## src/rtl/core/dda_pkg.sv

```systemverilog
`default_nettype none

package dda_pkg;

   // coordinate and fixed-point geometry
   localparam int COORD_BITS = 10;
   localparam int FRAC_BITS  = 16;

   // frame geometry registers and frame-buffer address
   localparam int DIM_BITS   = 11;
   localparam int ADDR_BITS  = 20;
   localparam int COLOR_BITS = 32;

   // accumulators hold a coordinate, the fraction, and sign plus headroom
   localparam int ACC_BITS  = COORD_BITS + FRAC_BITS + 2;
   // increment magnitude is at most one whole pixel
   localparam int QUO_BITS  = FRAC_BITS + 1;
   localparam int STEP_BITS = FRAC_BITS + 2;
   localparam int CNT_BITS  = $clog2(FRAC_BITS + 1);
   localparam int MUL_BITS  = COORD_BITS + DIM_BITS;

   localparam logic [DIM_BITS-1:0] WIDTH_RESET  = DIM_BITS'(640);
   localparam logic [DIM_BITS-1:0] HEIGHT_RESET = DIM_BITS'(480);

   // command codes
   localparam logic CMD_START = 1'b0;
   localparam logic CMD_STEP  = 1'b1;

   // register indexes
   localparam int CSR_INDEX_BITS = 1;
   localparam logic [CSR_INDEX_BITS-1:0] CSR_SCREEN_WIDTH  = 1'b0;
   localparam logic [CSR_INDEX_BITS-1:0] CSR_SCREEN_HEIGHT = 1'b1;

   typedef enum logic [1:0] {
      ST_IDLE,
      ST_DIV_X,
      ST_DIV_Y
   } state_type;

   typedef struct packed {
      logic busy;
      logic done;
   } div_status_type;

endpackage

`default_nettype wire

```

## src/rtl/core/dda_if.sv

```systemverilog
`default_nettype none

interface dda_req_if import dda_pkg::*; ();
   logic                    valid;
   logic                    ready;
   logic                    command;
   logic [COORD_BITS-1:0]   start_x;
   logic [COORD_BITS-1:0]   start_y;
   logic [COORD_BITS-1:0]   end_x;
   logic [COORD_BITS-1:0]   end_y;
   logic [COLOR_BITS-1:0]   line_color;

   modport source (output valid, command, start_x, start_y, end_x, end_y, line_color,
                   input ready);
   modport sink   (input valid, command, start_x, start_y, end_x, end_y, line_color,
                   output ready);
endinterface

interface dda_rsp_if import dda_pkg::*; ();
   logic                    valid;
   logic                    ready;
   logic [COORD_BITS-1:0]   pixel_x;
   logic [COORD_BITS-1:0]   pixel_y;
   logic [ADDR_BITS-1:0]    pixel_address;
   logic [COLOR_BITS-1:0]   pixel_color;
   logic                    in_bounds;
   logic                    last_pixel;

   modport source (output valid, pixel_x, pixel_y, pixel_address, pixel_color, in_bounds,
                   last_pixel, input ready);
   modport sink   (input valid, pixel_x, pixel_y, pixel_address, pixel_color, in_bounds,
                   last_pixel, output ready);
endinterface

interface dda_csr_if import dda_pkg::*; ();
   logic                        valid;
   logic                        ready;
   logic [CSR_INDEX_BITS-1:0]   index;
   logic [DIM_BITS-1:0]         data;

   modport source (output valid, index, data, input ready);
   modport sink   (input valid, index, data, output ready);
endinterface

`default_nettype wire

```

## src/rtl/core/dda_div.sv

```systemverilog
`default_nettype none

// restoring divider, one quotient bit per cycle: (dividend << FRAC_BITS) / divisor
// dividend must not exceed divisor, divisor nonzero
module dda_div import dda_pkg::*; (
   input  wire logic                  clock,
   input  wire logic                  reset,
   input  wire logic                  start,
   input  wire logic [COORD_BITS-1:0] dividend,
   input  wire logic [COORD_BITS-1:0] divisor,
   output      logic [QUO_BITS-1:0]   quotient,
   output      div_status_type        status
);

   logic [COORD_BITS:0]   rem_ff, rem_in;
   logic [QUO_BITS-1:0]   quo_ff, quo_in;
   logic [CNT_BITS-1:0]   cnt_ff, cnt_in;
   logic [COORD_BITS-1:0] den_ff, den_in;
   logic                  first_ff, first_in;
   logic                  busy_ff, busy_in;
   logic                  done_ff, done_in;
   logic [COORD_BITS:0]   trial;
   logic                  fits;

   // first bit uses the dividend as is, later bits shift the remainder
   always_comb begin
      trial  = first_ff ? rem_ff : {rem_ff[COORD_BITS-1:0], 1'b0};
      fits   = trial >= {1'b0, den_ff};
   end

   always_comb begin
      rem_in   = rem_ff;
      quo_in   = quo_ff;
      cnt_in   = cnt_ff;
      den_in   = den_ff;
      first_in = first_ff;
      busy_in  = busy_ff;
      done_in  = 1'b0;
      if (start) begin
         rem_in   = {1'b0, dividend};
         quo_in   = '0;
         cnt_in   = CNT_BITS'(FRAC_BITS);
         den_in   = divisor;
         first_in = 1'b1;
         busy_in  = 1'b1;
      end else if (busy_ff) begin
         rem_in   = fits ? trial - {1'b0, den_ff} : trial;
         quo_in   = {quo_ff[QUO_BITS-2:0], fits};
         first_in = 1'b0;
         cnt_in   = cnt_ff - 1'b1;
         if (cnt_ff == '0) begin
            busy_in = 1'b0;
            done_in = 1'b1;
         end
      end
   end

   always_ff @(posedge clock) begin
      rem_ff   <= rem_in;
      quo_ff   <= quo_in;
      cnt_ff   <= cnt_in;
      den_ff   <= den_in;
      first_ff <= first_in;
      if (reset) begin
         busy_ff <= 1'b0;
         done_ff <= 1'b0;
      end else begin
         busy_ff <= busy_in;
         done_ff <= done_in;
      end
   end

   assign quotient    = quo_ff;
   assign status.busy = busy_ff;
   assign status.done = done_ff;

endmodule

`default_nettype wire

```

## src/rtl/core/dda_line_pixel_generator_top.sv

```systemverilog
`default_nettype none

// start command: no result; for a line of nonzero length the input is held off after
//   the transfer while the shared bit-serial divider forms the x increment and then
//   the y increment
// step command with a pixel pending: result registered, valid in the next cycle;
//   one pixel per cycle sustained while the result side keeps taking them
// reset (synchronous, active high): no line pending, width 640, height 480
module dda_line_pixel_generator_top import dda_pkg::*; (
   input  wire logic clock,
   input  wire logic reset,
   dda_req_if.sink   req_chan,
   dda_rsp_if.source rsp_chan,
   dda_csr_if.sink   csr_chan
);

   // sign applied to an unsigned quotient
   function automatic logic signed [STEP_BITS-1:0] apply_sign(
      input logic [QUO_BITS-1:0] mag,
      input logic                neg
   );
      logic signed [STEP_BITS-1:0] val;
      val = signed'({1'b0, mag});
      return neg ? -val : val;
   endfunction

   // round half up, clamp below zero
   function automatic logic [COORD_BITS-1:0] round_coord(
      input logic signed [ACC_BITS-1:0] acc
   );
      logic signed [ACC_BITS-1:0] sum;
      sum = acc + ACC_BITS'(1 << (FRAC_BITS - 1));
      return sum[ACC_BITS-1] ? '0 : sum[FRAC_BITS+COORD_BITS-1:FRAC_BITS];
   endfunction

   state_type state_ff, state_in;

   // frame geometry registers
   logic [DIM_BITS-1:0] width_ff, height_ff;

   // line state
   logic signed [ACC_BITS-1:0]  acc_x_ff, acc_y_ff;
   logic signed [STEP_BITS-1:0] step_x_ff, step_y_ff;
   logic [COORD_BITS-1:0]       steps_left_ff;
   logic [COLOR_BITS-1:0]       held_color_ff;
   logic [COORD_BITS-1:0]       mag_y_ff;
   logic                        neg_x_ff, neg_y_ff;

   // result register
   logic                  rsp_valid_ff;
   logic [COORD_BITS-1:0] pixel_x_ff, pixel_y_ff;
   logic [ADDR_BITS-1:0]  pixel_address_ff;
   logic [COLOR_BITS-1:0] pixel_color_ff;
   logic                  in_bounds_ff, last_pixel_ff;

   // transfers
   logic req_fire, start_fire, step_fire;

   // start command decode
   logic                  neg_x, neg_y;
   logic [COORD_BITS-1:0] mag_x, mag_y, line_len;

   // pixel datapath
   logic [COORD_BITS-1:0] px, py;
   logic [MUL_BITS-1:0]   row_base;
   logic [ADDR_BITS-1:0]  address;
   logic                  in_frame;

   // shared divider
   logic                  div_start;
   logic [COORD_BITS-1:0] div_dividend, div_divisor;
   logic [QUO_BITS-1:0]   div_quotient;
   div_status_type        div_status;

   // ------------------------------------------------------------------
   // handshakes: input taken only when idle and the result slot frees up
   // ------------------------------------------------------------------
   assign req_chan.ready = (state_ff == ST_IDLE) && (!rsp_valid_ff || rsp_chan.ready);
   assign req_fire       = req_chan.valid && req_chan.ready;
   assign start_fire     = req_fire && (req_chan.command == CMD_START);
   // a step with nothing pending is taken and dropped
   assign step_fire      = req_fire && (req_chan.command == CMD_STEP) && (steps_left_ff != '0);

   assign csr_chan.ready = 1'b1;

   // ------------------------------------------------------------------
   // start command: axis deltas as sign and magnitude, longer one is the count
   // ------------------------------------------------------------------
   always_comb begin
      neg_x    = req_chan.end_x < req_chan.start_x;
      neg_y    = req_chan.end_y < req_chan.start_y;
      mag_x    = neg_x ? req_chan.start_x - req_chan.end_x : req_chan.end_x - req_chan.start_x;
      mag_y    = neg_y ? req_chan.start_y - req_chan.end_y : req_chan.end_y - req_chan.start_y;
      line_len = (mag_x >= mag_y) ? mag_x : mag_y;
   end

   // ------------------------------------------------------------------
   // pixel datapath: round, then one multiply for the row base
   // ------------------------------------------------------------------
   always_comb begin
      px       = round_coord(acc_x_ff);
      py       = round_coord(acc_y_ff);
      row_base = MUL_BITS'(py) * MUL_BITS'(width_ff);
      address  = ADDR_BITS'(row_base + MUL_BITS'(px));
      in_frame = ({1'b0, px} < width_ff) && ({1'b0, py} < height_ff);
   end

   // ------------------------------------------------------------------
   // sequencer: next state
   // ------------------------------------------------------------------
   always_comb begin
      state_in = state_ff;
      unique case (state_ff)
         ST_IDLE: begin
            if (start_fire && (line_len != '0)) begin
               state_in = ST_DIV_X;
            end
         end
         ST_DIV_X: begin
            if (div_status.done) begin
               state_in = ST_DIV_Y;
            end
         end
         ST_DIV_Y: begin
            if (div_status.done) begin
               state_in = ST_IDLE;
            end
         end
         default: begin
            state_in = ST_IDLE;
         end
      endcase
   end

   // ------------------------------------------------------------------
   // sequencer: divider controls
   // ------------------------------------------------------------------
   always_comb begin
      div_start    = 1'b0;
      div_dividend = mag_x;
      div_divisor  = line_len;
      unique case (state_ff)
         ST_IDLE: begin
            div_start = start_fire && (line_len != '0);
         end
         ST_DIV_X: begin
            // x done, reuse the unit for y
            div_start    = div_status.done;
            div_dividend = mag_y_ff;
            div_divisor  = steps_left_ff;
         end
         ST_DIV_Y: begin
            div_dividend = mag_y_ff;
            div_divisor  = steps_left_ff;
         end
         default: begin
            div_start = 1'b0;
         end
      endcase
   end

   dda_div u_div (
      .clock    (clock),
      .reset    (reset),
      .start    (div_start),
      .dividend (div_dividend),
      .divisor  (div_divisor),
      .quotient (div_quotient),
      .status   (div_status)
   );

   always_ff @(posedge clock) begin
      if (reset) begin
         state_ff <= ST_IDLE;
      end else begin
         state_ff <= state_in;
      end
   end

   // geometry registers
   always_ff @(posedge clock) begin
      if (reset) begin
         width_ff  <= WIDTH_RESET;
         height_ff <= HEIGHT_RESET;
      end else if (csr_chan.valid && csr_chan.ready) begin
         unique case (csr_chan.index)
            CSR_SCREEN_WIDTH:  width_ff  <= csr_chan.data;
            CSR_SCREEN_HEIGHT: height_ff <= csr_chan.data;
            default:           width_ff  <= width_ff;
         endcase
      end
   end

   // line state: latch on start, advance on each emitted pixel
   always_ff @(posedge clock) begin
      if (reset) begin
         steps_left_ff <= '0;
      end else if (start_fire) begin
         steps_left_ff <= line_len;
      end else if (step_fire) begin
         steps_left_ff <= steps_left_ff - 1'b1;
      end
   end

   always_ff @(posedge clock) begin
      if (start_fire) begin
         acc_x_ff      <= signed'(ACC_BITS'(req_chan.start_x) << FRAC_BITS);
         acc_y_ff      <= signed'(ACC_BITS'(req_chan.start_y) << FRAC_BITS);
         held_color_ff <= req_chan.line_color;
         mag_y_ff      <= mag_y;
         neg_x_ff      <= neg_x;
         neg_y_ff      <= neg_y;
         // zero-length line keeps zero increments
         step_x_ff     <= '0;
         step_y_ff     <= '0;
      end else begin
         if (step_fire) begin
            acc_x_ff <= acc_x_ff + ACC_BITS'(step_x_ff);
            acc_y_ff <= acc_y_ff + ACC_BITS'(step_y_ff);
         end
         if (div_status.done && (state_ff == ST_DIV_X)) begin
            step_x_ff <= apply_sign(div_quotient, neg_x_ff);
         end
         if (div_status.done && (state_ff == ST_DIV_Y)) begin
            step_y_ff <= apply_sign(div_quotient, neg_y_ff);
         end
      end
   end

   // result register
   always_ff @(posedge clock) begin
      if (reset) begin
         rsp_valid_ff <= 1'b0;
      end else if (step_fire) begin
         rsp_valid_ff <= 1'b1;
      end else if (rsp_chan.ready) begin
         rsp_valid_ff <= 1'b0;
      end
   end

   always_ff @(posedge clock) begin
      if (step_fire) begin
         pixel_x_ff       <= px;
         pixel_y_ff       <= py;
         pixel_address_ff <= address;
         pixel_color_ff   <= held_color_ff;
         in_bounds_ff     <= in_frame;
         last_pixel_ff    <= (steps_left_ff == COORD_BITS'(1));
      end
   end

   assign rsp_chan.valid         = rsp_valid_ff;
   assign rsp_chan.pixel_x       = pixel_x_ff;
   assign rsp_chan.pixel_y       = pixel_y_ff;
   assign rsp_chan.pixel_address = pixel_address_ff;
   assign rsp_chan.pixel_color   = pixel_color_ff;
   assign rsp_chan.in_bounds     = in_bounds_ff;
   assign rsp_chan.last_pixel    = last_pixel_ff;

`ifndef ASSERT_OFF
   // no input transfer while the divider is working on a line
   a_idle_when_ready: assert property (@(posedge clock) disable iff (reset)
      req_chan.ready |-> (state_ff == ST_IDLE) && !div_status.busy)
      else $error("input taken while divider busy");

   // a division only runs for a line with a nonzero count
   a_div_has_len: assert property (@(posedge clock) disable iff (reset)
      (state_ff != ST_IDLE) |-> (steps_left_ff != '0))
      else $error("division running for zero-length line");

   // divider finishes only inside the division states
   a_done_in_div: assert property (@(posedge clock) disable iff (reset)
      div_status.done |-> (state_ff == ST_DIV_X) || (state_ff == ST_DIV_Y))
      else $error("divider done outside sequence");

   // the pixel flagged last leaves no pixels pending
   a_last_clears: assert property (@(posedge clock) disable iff (reset)
      (step_fire && (steps_left_ff == COORD_BITS'(1))) |=>
         (rsp_chan.valid && rsp_chan.last_pixel && (steps_left_ff == '0)))
      else $error("last pixel flag out of step with count");
`endif

endmodule

`default_nettype wire

```

## src/flat_wrapper.sv

```systemverilog
// flat-port wrapper written by rule: the top's interface ports become plain ports
module dda_line_pixel_generator_top_flat import dda_pkg::*;
  (clock, reset, req_chan_valid, req_chan_command, req_chan_start_x, req_chan_start_y, req_chan_end_x, req_chan_end_y, req_chan_line_color, req_chan_ready, rsp_chan_valid, rsp_chan_pixel_x, rsp_chan_pixel_y, rsp_chan_pixel_address, rsp_chan_pixel_color, rsp_chan_in_bounds, rsp_chan_last_pixel, rsp_chan_ready, csr_chan_valid, csr_chan_index, csr_chan_data, csr_chan_ready);
  dda_req_if req_chan_i ();
  dda_rsp_if rsp_chan_i ();
  dda_csr_if csr_chan_i ();
  input  wire logic clock;
  input  wire logic reset;
  input wire logic [$bits(req_chan_i.valid)-1:0] req_chan_valid;
  input wire logic [$bits(req_chan_i.command)-1:0] req_chan_command;
  input wire logic [$bits(req_chan_i.start_x)-1:0] req_chan_start_x;
  input wire logic [$bits(req_chan_i.start_y)-1:0] req_chan_start_y;
  input wire logic [$bits(req_chan_i.end_x)-1:0] req_chan_end_x;
  input wire logic [$bits(req_chan_i.end_y)-1:0] req_chan_end_y;
  input wire logic [$bits(req_chan_i.line_color)-1:0] req_chan_line_color;
  output wire logic [$bits(req_chan_i.ready)-1:0] req_chan_ready;
  output wire logic [$bits(rsp_chan_i.valid)-1:0] rsp_chan_valid;
  output wire logic [$bits(rsp_chan_i.pixel_x)-1:0] rsp_chan_pixel_x;
  output wire logic [$bits(rsp_chan_i.pixel_y)-1:0] rsp_chan_pixel_y;
  output wire logic [$bits(rsp_chan_i.pixel_address)-1:0] rsp_chan_pixel_address;
  output wire logic [$bits(rsp_chan_i.pixel_color)-1:0] rsp_chan_pixel_color;
  output wire logic [$bits(rsp_chan_i.in_bounds)-1:0] rsp_chan_in_bounds;
  output wire logic [$bits(rsp_chan_i.last_pixel)-1:0] rsp_chan_last_pixel;
  input wire logic [$bits(rsp_chan_i.ready)-1:0] rsp_chan_ready;
  input wire logic [$bits(csr_chan_i.valid)-1:0] csr_chan_valid;
  input wire logic [$bits(csr_chan_i.index)-1:0] csr_chan_index;
  input wire logic [$bits(csr_chan_i.data)-1:0] csr_chan_data;
  output wire logic [$bits(csr_chan_i.ready)-1:0] csr_chan_ready;
  assign req_chan_i.valid = req_chan_valid;
  assign req_chan_i.command = req_chan_command;
  assign req_chan_i.start_x = req_chan_start_x;
  assign req_chan_i.start_y = req_chan_start_y;
  assign req_chan_i.end_x = req_chan_end_x;
  assign req_chan_i.end_y = req_chan_end_y;
  assign req_chan_i.line_color = req_chan_line_color;
  assign req_chan_ready = req_chan_i.ready;
  assign rsp_chan_valid = rsp_chan_i.valid;
  assign rsp_chan_pixel_x = rsp_chan_i.pixel_x;
  assign rsp_chan_pixel_y = rsp_chan_i.pixel_y;
  assign rsp_chan_pixel_address = rsp_chan_i.pixel_address;
  assign rsp_chan_pixel_color = rsp_chan_i.pixel_color;
  assign rsp_chan_in_bounds = rsp_chan_i.in_bounds;
  assign rsp_chan_last_pixel = rsp_chan_i.last_pixel;
  assign rsp_chan_i.ready = rsp_chan_ready;
  assign csr_chan_i.valid = csr_chan_valid;
  assign csr_chan_i.index = csr_chan_index;
  assign csr_chan_i.data = csr_chan_data;
  assign csr_chan_ready = csr_chan_i.ready;
  dda_line_pixel_generator_top u_core (.clock(clock), .reset(reset), .req_chan(req_chan_i), .rsp_chan(rsp_chan_i), .csr_chan(csr_chan_i));
endmodule
```

## config.mk

```make
export PLATFORM = sky130hd
export DESIGN_NAME = dda_line_pixel_generator_top_flat
export DESIGN_NICKNAME = d
export VERILOG_FILES = /design/src/rtl/core/dda_pkg.sv /design/src/rtl/core/dda_if.sv /design/src/rtl/core/dda_div.sv /design/src/rtl/core/dda_line_pixel_generator_top.sv /design/src/flat_wrapper.sv
export SDC_FILE = /design/constraint.sdc
export NUM_CORES = 1
export LEC_CHECK = 0
export BUFFER_PORTS_ARGS = -buffer_cell sky130_fd_sc_hd__buf_2
export CAP_MARGIN = 25
export CELL_PAD_IN_SITES_DETAIL_PLACEMENT = 1
export CELL_PAD_IN_SITES_GLOBAL_PLACEMENT = 2
export CORE_UTILIZATION = 39
export CTS_CLUSTER_DIAMETER = 100
export CTS_CLUSTER_SIZE = 16
export DETAILED_ROUTE_END_ITERATION = 16
export GPL_TIMING_DRIVEN = 0
export PLACE_DENSITY = 0.79
export RECOVER_POWER = 100
export SYNTH_ARGS = -nofsm -noshare
export SYNTH_HDL_FRONTEND = slang
export SYNTH_SLANG_ARGS = --single-unit
```

## constraint.sdc

```tcl
create_clock -name clock -period 9.5 [get_ports clock]
set_clock_uncertainty 0.2 [all_clocks]
set_input_delay 1.9 -clock clock [delete_from_list [all_inputs] [get_ports clock]]
set_output_delay 1.9 -clock clock [all_outputs]
set_load 0.05 [all_outputs]
```

== Word-level counts from Yosys, hierarchy flattened ==
Cells that the tools add are included.

* Register bits: 291
* Latch bits: 0
* Memory bits (writable): 0
* ROM bits: 0
* Output and inout bits: 77
* Word-level logic and storage cells: 111
* Memories kept: 0

* Add/subtract/negate cells: 13
* Multipliers: 1
* Div/mod/pow operators: 0
* $lt $le $gt $ge: 6
* Equal/unequal tests: 6
* Shift-type cells: 0
* Muxes and demuxes: 30
* Bitwise operators: 3
* Reductions and logical operators: 23

{| class="wikitable"
|+ Operator list
! operator !! count
|-
| 2-to-1 mux 10 bit || 11
|-
| 2-to-1 mux 26 bit || 4
|-
| adder 28 x 17 -> 28 bit (second input constant) || 2
|-
| adder 28 x 18 -> 28 bit || 2
|-
| subtractor 10 bit || 4
|-
| 2-to-1 mux 18 bit || 2
|-
| < comparator 10 x 11 -> 1 bit || 2
|-
| 2-to-1 mux 11 bit || 2
|-
| adder 20 x 10 -> 20 bit || 1
|-
| < comparator 10 bit || 2
|-
| multiplier 10 x 11 -> 20 bit || 1
|-
| nonzero test 10 bit || 2
|-
| negation 17 -> 18 bit || 1
|-
| >= comparator 11 x 10 -> 1 bit || 1
|-
| subtractor 11 x 10 -> 11 bit || 1
|-
| == test 10 x 1 -> 1 bit (second input constant) || 1
|-
| >= comparator 10 bit || 1
|-
| subtractor 10 x 1 -> 10 bit (second input constant) || 1
|-
| logical AND 1 bit || 9
|-
| 2-to-1 mux 1 bit || 6
|-
| 2-to-1 mux 2 bit || 3
|-
| inequality test 2 bit (second input constant) || 3
|-
| case mux 2 bit (3 select lines) || 1
|-
| nonzero test 2 bit || 3
|-
| 13 further kinds || 16
|}

== Longest topological paths before layout ==
Gate-level depths: netlist of run 1.

* Depth after elaboration: 8
* Gate-level depth with buffers: 27
* Gate-level depth less buffers: 26

== Cells and area by module ==
From an unflattened synthesis of run 1, not the netlist that was laid out.

* Cells, all modules: 2,190
* Area total of the unflattened synthesis: 20,599.8 sq um

{| class="wikitable"
|+ By module, submodules not included
! module !! instances !! cells each !! area each (sq um)
|-
| dda_line_pixel_generator_top || 1 || 1,954 || 18,191.2
|-
| dda_div || 1 || 236 || 2,408.6
|}

== Worst setup path after synthesis of run 1 ==
Ideal clock, no wire load.

* Path type: flip-flop to flip-flop
* Start point: register u_core.acc_y_ff[17]
* End point: register u_core.pixel_address_ff[18], in the netlist u_core.rsp_chan.pixel_address[18], data pin
* Library setup time: 261 ps
* Arrival time: 6,445 ps
* Data required time: 9,039 ps
* Path slack: 2,594 ps
* Cell stages (with the launch flop): 27
* Buffers on the path: 1
* Clock period less this slack: 6,906 ps
* Cells stage by stage: edfxtp_1 and4_1 and3_1 nand4_1 nor2_1 xor2_1 clkbuf_1 nor2_1 nand2_1 fa_1 fa_1 inv_1 ha_1 fa_1 inv_1 fa_1 inv_1 ha_1 inv_1 a21oi_1 o21ai_0 a21boi_0 o21ai_0 a21oi_1 o41ai_1 nor3_1 a311o_1

* Cells in the longest elaborated chain, start to end: 4

{| class="wikitable"
|+ RTL lines
! element !! line !! RTL
|-
| start, declared || dda_line_pixel_generator_top.sv:42 || <nowiki>logic signed [ACC_BITS-1:0] acc_x_ff, acc_y_ff;</nowiki>
|-
| start signal, assigned || dda_line_pixel_generator_top.sv:208 || <nowiki>acc_y_ff <= signed'(ACC_BITS'(req_chan.start_y) << FRAC_BITS);</nowiki>
|-
| start signal, assigned || dda_line_pixel_generator_top.sv:219 || <nowiki>acc_y_ff <= acc_y_ff + ACC_BITS'(step_y_ff);</nowiki>
|-
| adder 28 x 17 -> 28 bit || dda_line_pixel_generator_top.sv:32 || <nowiki>sum = acc + ACC_BITS'(1 << (FRAC_BITS - 1));</nowiki>
|-
| 2-to-1 mux 10 bit || dda_line_pixel_generator_top.sv:33 || <nowiki>return sum[ACC_BITS-1] ? '0 : sum[FRAC_BITS+COORD_BITS-1:FRAC_BITS];</nowiki>
|-
| via u_core.py[3] || dda_line_pixel_generator_top.sv:64 || <nowiki>logic [COORD_BITS-1:0] px, py;</nowiki>
|-
| multiplier 10 x 11 -> 20 bit || dda_line_pixel_generator_top.sv:103 || <nowiki>row_base = MUL_BITS'(py) * MUL_BITS'(width_ff);</nowiki>
|-
| adder 20 x 10 -> 20 bit || dda_line_pixel_generator_top.sv:104 || <nowiki>address = ADDR_BITS'(row_base + MUL_BITS'(px));</nowiki>
|-
| via u_core.address[18] || dda_line_pixel_generator_top.sv:66 || <nowiki>logic [ADDR_BITS-1:0] address;</nowiki>
|-
| end signal, assigned || dda_line_pixel_generator_top.sv:245 || <nowiki>pixel_address_ff <= address;</nowiki>
|-
| end, declared || dda_line_pixel_generator_top.sv:52 || <nowiki>logic [ADDR_BITS-1:0] pixel_address_ff;</nowiki>
|}

The timed path passes the listed nets, and every way through them passes these cells.
A chain may end at the register's enable or synchronous reset.

== Final worst setup path of run 1 ==
* Start point: input req_chan_end_y[4]
* End point: register u_core.u_div.den_ff[7], enable pin

* Cells in the longest elaborated chain, start to end: 7

{| class="wikitable"
|+ RTL lines
! element !! line !! RTL
|-
| start, declared || flat_wrapper.sv:14 || <nowiki>input wire logic [$bits(req_chan_i.end_y)-1:0] req_chan_end_y;</nowiki>
|-
| subtractor 10 bit or < comparator 10 bit (tied branches) || dda_line_pixel_generator_top.sv:93, dda_line_pixel_generator_top.sv:91 ||
|-
| 2-to-1 mux 10 bit (*) || dda_line_pixel_generator_top.sv:93 || <nowiki>mag_y = neg_y ? req_chan.start_y - req_chan.end_y : req_chan.end_y - req_chan.start_y;</nowiki>
|-
| >= comparator 10 bit || dda_line_pixel_generator_top.sv:94 || <nowiki>line_len = (mag_x >= mag_y) ? mag_x : mag_y;</nowiki>
|-
| 2-to-1 mux 10 bit (*) || dda_line_pixel_generator_top.sv:94 ||
|-
| nonzero test 10 bit (*) || dda_line_pixel_generator_top.sv:144 || <nowiki>div_start = start_fire && (line_len != '0);</nowiki>
|-
| logical AND 1 bit (*) || dda_line_pixel_generator_top.sv:144 ||
|-
| case mux 1 bit (2 select lines) (*) || dda_line_pixel_generator_top.sv:142 || <nowiki>unique case (state_ff)</nowiki>
|-
| via u_core.div_start || dda_line_pixel_generator_top.sv:70 || <nowiki>logic div_start;</nowiki>
|-
| end signal, assigned || dda_div.sv:62 || <nowiki>den_ff <= den_in;</nowiki>
|-
| end, declared || dda_div.sv:18 || <nowiki>logic [COORD_BITS-1:0] den_ff, den_in;</nowiki>
|}

The timed path passes the listed nets; every way through them passes the cells marked *.

==> results of run 1 <==
cell type report:
type                            count  area (um^2)  area share
Buffer                             92          357      0.0154
Clock buffer                       37          659      0.0286
Clock inverter                      3         47.5     0.00206
Inverter                          243          912      0.0395
Multi-Input combinational cell   1624        12100       0.524
Sequential cell                   291         7410       0.321
Tap cell                          688          861      0.0373
Timing Repair Buffer              169          738      0.0320
layer usage:
layer,up-vias,GRT usage,wire length [um],part of all wire
li1,8196,-,-,-
met1,8318,0.307,29200,0.47
met2,323,0.381,28700,0.46
met3,77,0.0280,2780,0.044
met4,0,0.0705,1870,0.030
met5,-,0,0,0
worst reg2reg max path: cells and delay by family, from the launching register on:
| kind | cells | cell delay (ns) |
|---|---|---|
| AO/OA/AOI/OAI | 7 | 1.93 |
| adder cells (fa/ha/maj) | 6 | 2.73 |
| flip-flops | 1 | 0.50 |
| buffers and inverters | 6 | 1.01 |
| XOR/XNOR | 1 | 0.15 |
| AND/OR/NAND/NOR | 7 | 1.59 |
cell usage in the layout, fill, tap and decap left out, drive strengths merged, types with 5 or more instances in the layout:
cell / n
nand2b: 11
nand3b: 6
a21oi: 135
o21ai: 95
xnor2: 63
xor2: 70
ha: 197
mux2i: 51
o41ai: 5
nand2: 269
o2111a: 5
or3: 22
o21a: 15
clkbuf: 208
dfxtp: 133
nand4: 15
nor3: 68
or2: 7
nor2: 148
buf: 90
nor2b: 24
and2: 24
fa: 86
o211ai: 12
a211oi: 58
a21o: 39
and3: 18
a31oi: 17
o21bai: 5
a211o: 6
edfxtp: 158
inv: 243
nand3: 38
o22ai: 21
a21boi: 8
nor4: 10
mux2: 12
state kept, by name, indices dropped and copies added, names as in the netlist, 11 cells and up:
signal                         count
u_core.held_color_ff              32
u_core.acc_x_ff                   28
u_core.u_div.rem_ff               11
u_core.width_ff                   11
u_core.step_x_ff                  18
u_core.rsp_chan.pixel_address     20
u_core.rsp_chan.pixel_color       32
u_core.step_y_ff                  18
u_core.acc_y_ff                   28
u_core.u_div.quotient             17
u_core.height_ff                  11
synth_stat cells (18+ instances only):
library cell / n / area (um^2)
edfxtp_1: 158 / 4740
mux2i_1: 51 / 510
a21o_1: 39 / 293
xnor2_1: 63 / 552
nor2b_1: 24 / 150
nor2_1: 148 / 556
o22ai_1: 21 / 131
inv_1: 239 / 897
xor2_1: 70 / 613
a21oi_1: 134 / 671
nand3_1: 38 / 190
ha_1: 197 / 2460
and3_1: 18 / 113
a211oi_1: 56 / 420
dfxtp_1: 133 / 2660
nor3_1: 68 / 340
o21ai_0: 95 / 475
nand2_1: 268 / 1010
and2_1: 24 / 150
or3_1: 21 / 131
fa_1: 86 / 1720
clkbuf_1: 72 / 270
path summary, 6_finish.rpt:
kind         cells after the start                                 to                      from
min                              0    u_core.rsp_chan.pixel_color[21]  u_core.held_color_ff[21]
max reg2reg                     27  u_core.rsp_chan.pixel_address[18]       u_core.acc_y_ff[17]
min reg2reg                      0    u_core.rsp_chan.pixel_color[21]  u_core.held_color_ff[21]
max                             22             u_core.u_div.den_ff[7]         req_chan_end_y[4]
kinds of logic after synthesis:
kind of cell / after synthesis / share of synthesized area
xor+xnor: 133 / 0.0559
mux: 63 / 0.0310
other cells: 1 / 0.000180
fa+ha+maj: 283 / 0.201
compound gates: 464 / 0.144
buf+inv: 335 / 0.0618
flops: 291 / 0.355
simple gates: 680 / 0.151
through the flow:
step | total power [mW] | util | setup slack (ns) | cell area [um^2] | instances
after floorplan | 3.31 | - | 2.59 | 20800 | 2250
after global placement | 3.87 | 0.428 | 1.14 | 22500 | 3102
after detailed placement | 3.95 | 0.429 | 1.45 | 22600 | 3107
after CTS | 4.95 | 0.443 | 1.46 | 23300 | 3147
after global routing | 5.22 | 0.439 | 0.465 | 23100 | 3147
final | 4.87 | 0.439 | 0.967 | 23100 | 3147
power breakdown:
group          leakage, nW  total (mW)  internal, mW  switching [mW]
clock network        0.340       0.977         0.485           0.492
logic                 6.89        2.23         0.800            1.43
registers             2.56        1.66          1.57          0.0954
total                 9.79        4.87          2.85            2.02
==> results.yml, run 1 <==
place:
  portBuffers: 164
  hpwlAfterDp_mm: 49.7
  gp_congestion: 0.866
critical_path:
  path_buf_inv: 7
  crit_type: "input pin to register"
  arrival_ns: 8.51
  required_ns: 9.48
  r2r_slack_ns: 1.11
  worstPathCellList: "clkbuf_1, inv_1, ha_1, clkbuf_1, nand3_1, o211ai_1, a31o_2, clkbuf_1, mux2i_1, xor2_1, ha_1, a211oi_1, o21ai_0, a221o_1, a31o_2, clkbuf_1, o2111ai_1, o41ai_1, a21oi_1, or2_0, clkbuf_1, clkbuf_1"
  cpPeakStageDelay_ns: 0.88
  path_common_cell: "clkbuf_1"
  cp-end-kind: "register"
  crit_path_max_fanout: 19
  crit_family: "buffers and inverters"
  cp-start-kind: "input pin"
  crit_slowest_cell: "clkbuf_1"
floorplan:
  die_y_um: 233
  core_area_um2: 52700
  ios: 167
  dieArea_um2: 54400
  start_util: 0.396
  rows: 84
  die_w_um: 233
detailed_routing:
  dr_total_vias: 16914
  drc_errors: 0
  drt_first_pass_iters: 7
  routed_wl_mm: 62.6
  wire_per_inst_um: 19.9
  vias_per_cell: 5.37
  drt_iter0_markers: 791
  ant_nets: 0
cells_and_area:
  nFillCells: 6152
  drive_gt1_frac: 0.0557
  finalNetCount: 2817
  area_delta_synth_final_pct: 10.8
  diodes: 0
timing:
  slew_headroom: -1.27
  tns_ns: 0
  fin_crit_ns: 8.53
  hold_viol: 0
  tightest_slew_ns: 3.40
  rsz0062_at_grt: "false"
  fin_crit_sh: 0.898
  setup_viol: 0
  max_freq_mhz: 117
  fin_hold_ws_ns: 0.223
  slew_violations: 142
logic_synthesis:
  netlist_instances: 2250
  ys_seq_area_frac: 0.355
  async_flop_share: 0
  synthesis.area_um2: 20800
  synthFlopType: "edfxtp_1"
  yosys_warnings: 0
  syn_nets: 2623
  ys_seq_elements: 291
  syn_avg_cell_area_um2: 9.27
  ys_types: 75
  synth_edf_count: 158
min_path:
  hold_path.class: "register to register"
power_and_ir_drop:
  cellPowerDensity_nw_per_um2: 211
  ir_worst_vdd_v: 0.000109
  p_leak_nw: 9.79
status:
  violations: "max-capacitance violations, max-slew violations"
  status: "finished, violations left"
global_route:
  first_global_vias: 17524
  overflow: 0
  antenna_found_initial: 0
  grt_max_degree: 54
  grt_usage: 0.229
  grt_pass1_wl_mm: 97.8
clock_network:
  clkSinkCount: 291
  cts_tree: "yes"
  htreeDepth: 1
  path_clk_slew_ns: 0.07
  cts_buffers: 23
  clock-root-buffer: "clkbuf_16"
  postCtsSetupBuffers: 0
  hold_buffers: 0
  cts_resized: 0
  ctsLongestPathBuffers: 3
  clock_latency_ns: 0.57
run:
  maxCapViolCount: 4
Power figures use the tool's default switching activity.
==> run 2, diff against run 1 <==
--- a/config.mk
+++ b/config.mk
@@ -5,17 +5,18 @@
 export SDC_FILE = /design/constraint.sdc
 export NUM_CORES = 1
 export LEC_CHECK = 0
-export BUFFER_PORTS_ARGS = -buffer_cell sky130_fd_sc_hd__buf_2
 export CAP_MARGIN = 25
 export CELL_PAD_IN_SITES_DETAIL_PLACEMENT = 1
 export CELL_PAD_IN_SITES_GLOBAL_PLACEMENT = 2
-export CORE_UTILIZATION = 39
+export CORE_UTILIZATION = 41
 export CTS_CLUSTER_DIAMETER = 100
 export CTS_CLUSTER_SIZE = 16
 export DETAILED_ROUTE_END_ITERATION = 16
+export DONT_BUFFER_PORTS = 1
 export GPL_TIMING_DRIVEN = 0
-export PLACE_DENSITY = 0.79
+export PLACE_DENSITY = 0.77
 export RECOVER_POWER = 100
 export SYNTH_ARGS = -nofsm -noshare
 export SYNTH_HDL_FRONTEND = slang
+export SYNTH_HIERARCHICAL = 1
 export SYNTH_SLANG_ARGS = --single-unit
==> results.yml, run 2 <==
cells_and_area:
  nFillCells: 5725
  seqCellArea_um2: 7410
  drive_gt1_frac: 0.0412
  fin_cells: 2897
  layout_common_cells: "220 x inv_1, 214 x nand2_1, 196 x ha_1"
  final_common_cell: "inv_1"
  multiInputGateArea_um2: 12000
  finalNetCount: 2591
  area_delta_synth_final_pct: 7.44
  diodes: 0
timing:
  setup_viol: 0
  setup_ws_ns: 0.957
  slew_headroom: -1.12
  tightest_slew_ns: 3.18
  max_freq_mhz: 117
  hold_viol: 0
  slew_violations: 125
  tns_ns: 0
  fin_crit_ns: 8.54
  rsz0062_at_grt: "false"
  fin_crit_sh: 0.899
logic_synthesis:
  yosys_warnings: 6
  syn_nets: 2561
  syn_avg_cell_area_um2: 9.41
  synthesis.area_um2: 20600
  netlist_instances: 2189
floorplan:
  die_w_um: 226
  ios: 167
  dieArea_um2: 51100
  die_y_um: 226
  rows: 81
  start_util: 0.418
  core_area_um2: 49300
detailed_routing:
  wire_per_inst_um: 21.9
  ant_nets: 0
  routed_wl_mm: 63.4
  drc_errors: 0
  drt_first_pass_iters: 5
  drt_iter0_markers: 737
  dr_total_vias: 16075
  vias_per_cell: 5.55
clock_network:
  cts_buffers: 23
  postCtsSetupBuffers: 0
  clock-root-buffer: "clkbuf_16"
  path_clk_slew_ns: 0.07
  ctsLongestPathBuffers: 3
  cts_tree: "yes"
  clkSinkCount: 291
  hold_buffers: 0
  cts_resized: 0
  htreeDepth: 1
  clock_latency_ns: 0.58
global_route:
  grt_max_degree: 62
  grt_pass1_wl_mm: 97.4
  grt_usage: 0.249
  overflow: 0
  first_global_vias: 16516
  antenna_found_initial: 1
critical_path:
  crit_path_max_fanout: 10
  reg2reg_from: "u_core/acc_y_ff[15]"
  required_ns: 9.61
  reg2reg_depth: 27
  r2r_slack_ns: 0.96
  rr_endpoint: "u_core/rsp_chan.pixel_address[19]"
  arrival_ns: 8.65
  crit_type: "register to register"
  cp-end-kind: "register"
  cp-start-kind: "register"
run:
  maxCapViolCount: 3
power_and_ir_drop:
  p_clk_frac: 0.196
  p_sw_frac: 0.413
  p_leak_nw: 9.18
  power_frac_seq: 0.384
  power_frac_comb: 0.420
  cellPowerDensity_nw_per_um2: 220
  switching_power_mw: 2.01
  ir_worst_vdd_v: 0.000141
  internal_power_mw: 2.85
place:
  gp_congestion: 0.886
  hpwlAfterDp_mm: 50.8
  pre_cts_slack_ns: 0.764
  portBuffers: 0
  post-place-cells: 2855
min_path:
  hp-start: "u_core/held_color_ff[12]"
  whs_endpoint: "u_core/rsp_chan.pixel_color[12]"
  hold_path_depth: 0
  hold_path.class: "register to register"
status:
  status: "finished, violations left"
  violations: "max-capacitance violations, max-slew violations"
## run 2: metal layers
layer	up-vias	GRT usage	wire, um
met1	7997	0.325	28700
li1	7679	-	-
met4	0	0.0756	1780
met3	83	0.0428	3190
met2	316	0.417	29700
met5	-	0	0
## run 2: worst max path at each step
| stage | from | to |
|---|---|---|
| after floorplan | req_chan_start_x[4] | u_core/u_div/rem_ff[0] |
| after global placement | u_core/acc_y_ff[15] | u_core/rsp_chan.pixel_address[19] |
| after detailed placement | u_core/acc_y_ff[15] | u_core/rsp_chan.pixel_address[19] |
| after CTS | u_core/acc_y_ff[15] | u_core/rsp_chan.pixel_address[19] |
| after global routing | u_core/acc_y_ff[15] | u_core/rsp_chan.pixel_address[19] |
| final | u_core/acc_y_ff[15] | u_core/rsp_chan.pixel_address[19] |
## run 2: cell type report
class,instances,share of cell area
Timing Repair Buffer,5,0.000905
Inverter,225,0.0382
Buffer,82,0.0148
Multi-Input combinational cell,1591,0.543
Sequential cell,291,0.335
Clock inverter,6,0.00283
Tap cell,664,0.0376
Clock buffer,33,0.0282
## run 2: worst max-delay path, stage by stage, from the launching register on
cell      delay (ns)
dfxtp_1         0.48
ha_1            0.26
nand2_1         0.10
nor3_1          0.27
and3_1          0.25
nand3_1         0.11
xnor2_1         0.21
clkbuf_1        0.27
nor2_1          0.42
clkbuf_1        0.46
nand2_1         0.15
fa_1            0.53
fa_1            0.53
inv_1           0.05
ha_1            0.31
fa_1            0.53
inv_1           0.05
fa_1            0.52
inv_1           0.04
ha_1            0.33
nand2_1         0.08
o21ai_0         0.14
o41ai_1         0.65
o21ai_0         0.39
o41a_1          0.44
a21oi_1         0.23
a21oi_1         0.13
xnor2_1         0.14
## run 2: power by group through the flow
stage	Clock (mW)	Combinational, mW	Sequential [mW]
after floorplan	0	1.51	1.85
after global placement	0	1.98	1.90
after detailed placement	0	2.05	1.89
after CTS	0.991	2.07	1.86
after global routing	1.03	2.29	1.89
final	0.951	2.04	1.87
## run 2: per-stage QoR
step	instance area [um^2]	hold WS (ns)	total power, mW	util
floorplan	20600	0.200	3.36	-
global placement	21400	0.201	3.87	0.435
detailed placement	21500	0.206	3.94	0.436
CTS	22200	0.223	4.92	0.450
global route	22100	0.229	5.20	0.449
finish	22100	0.220	4.86	0.449
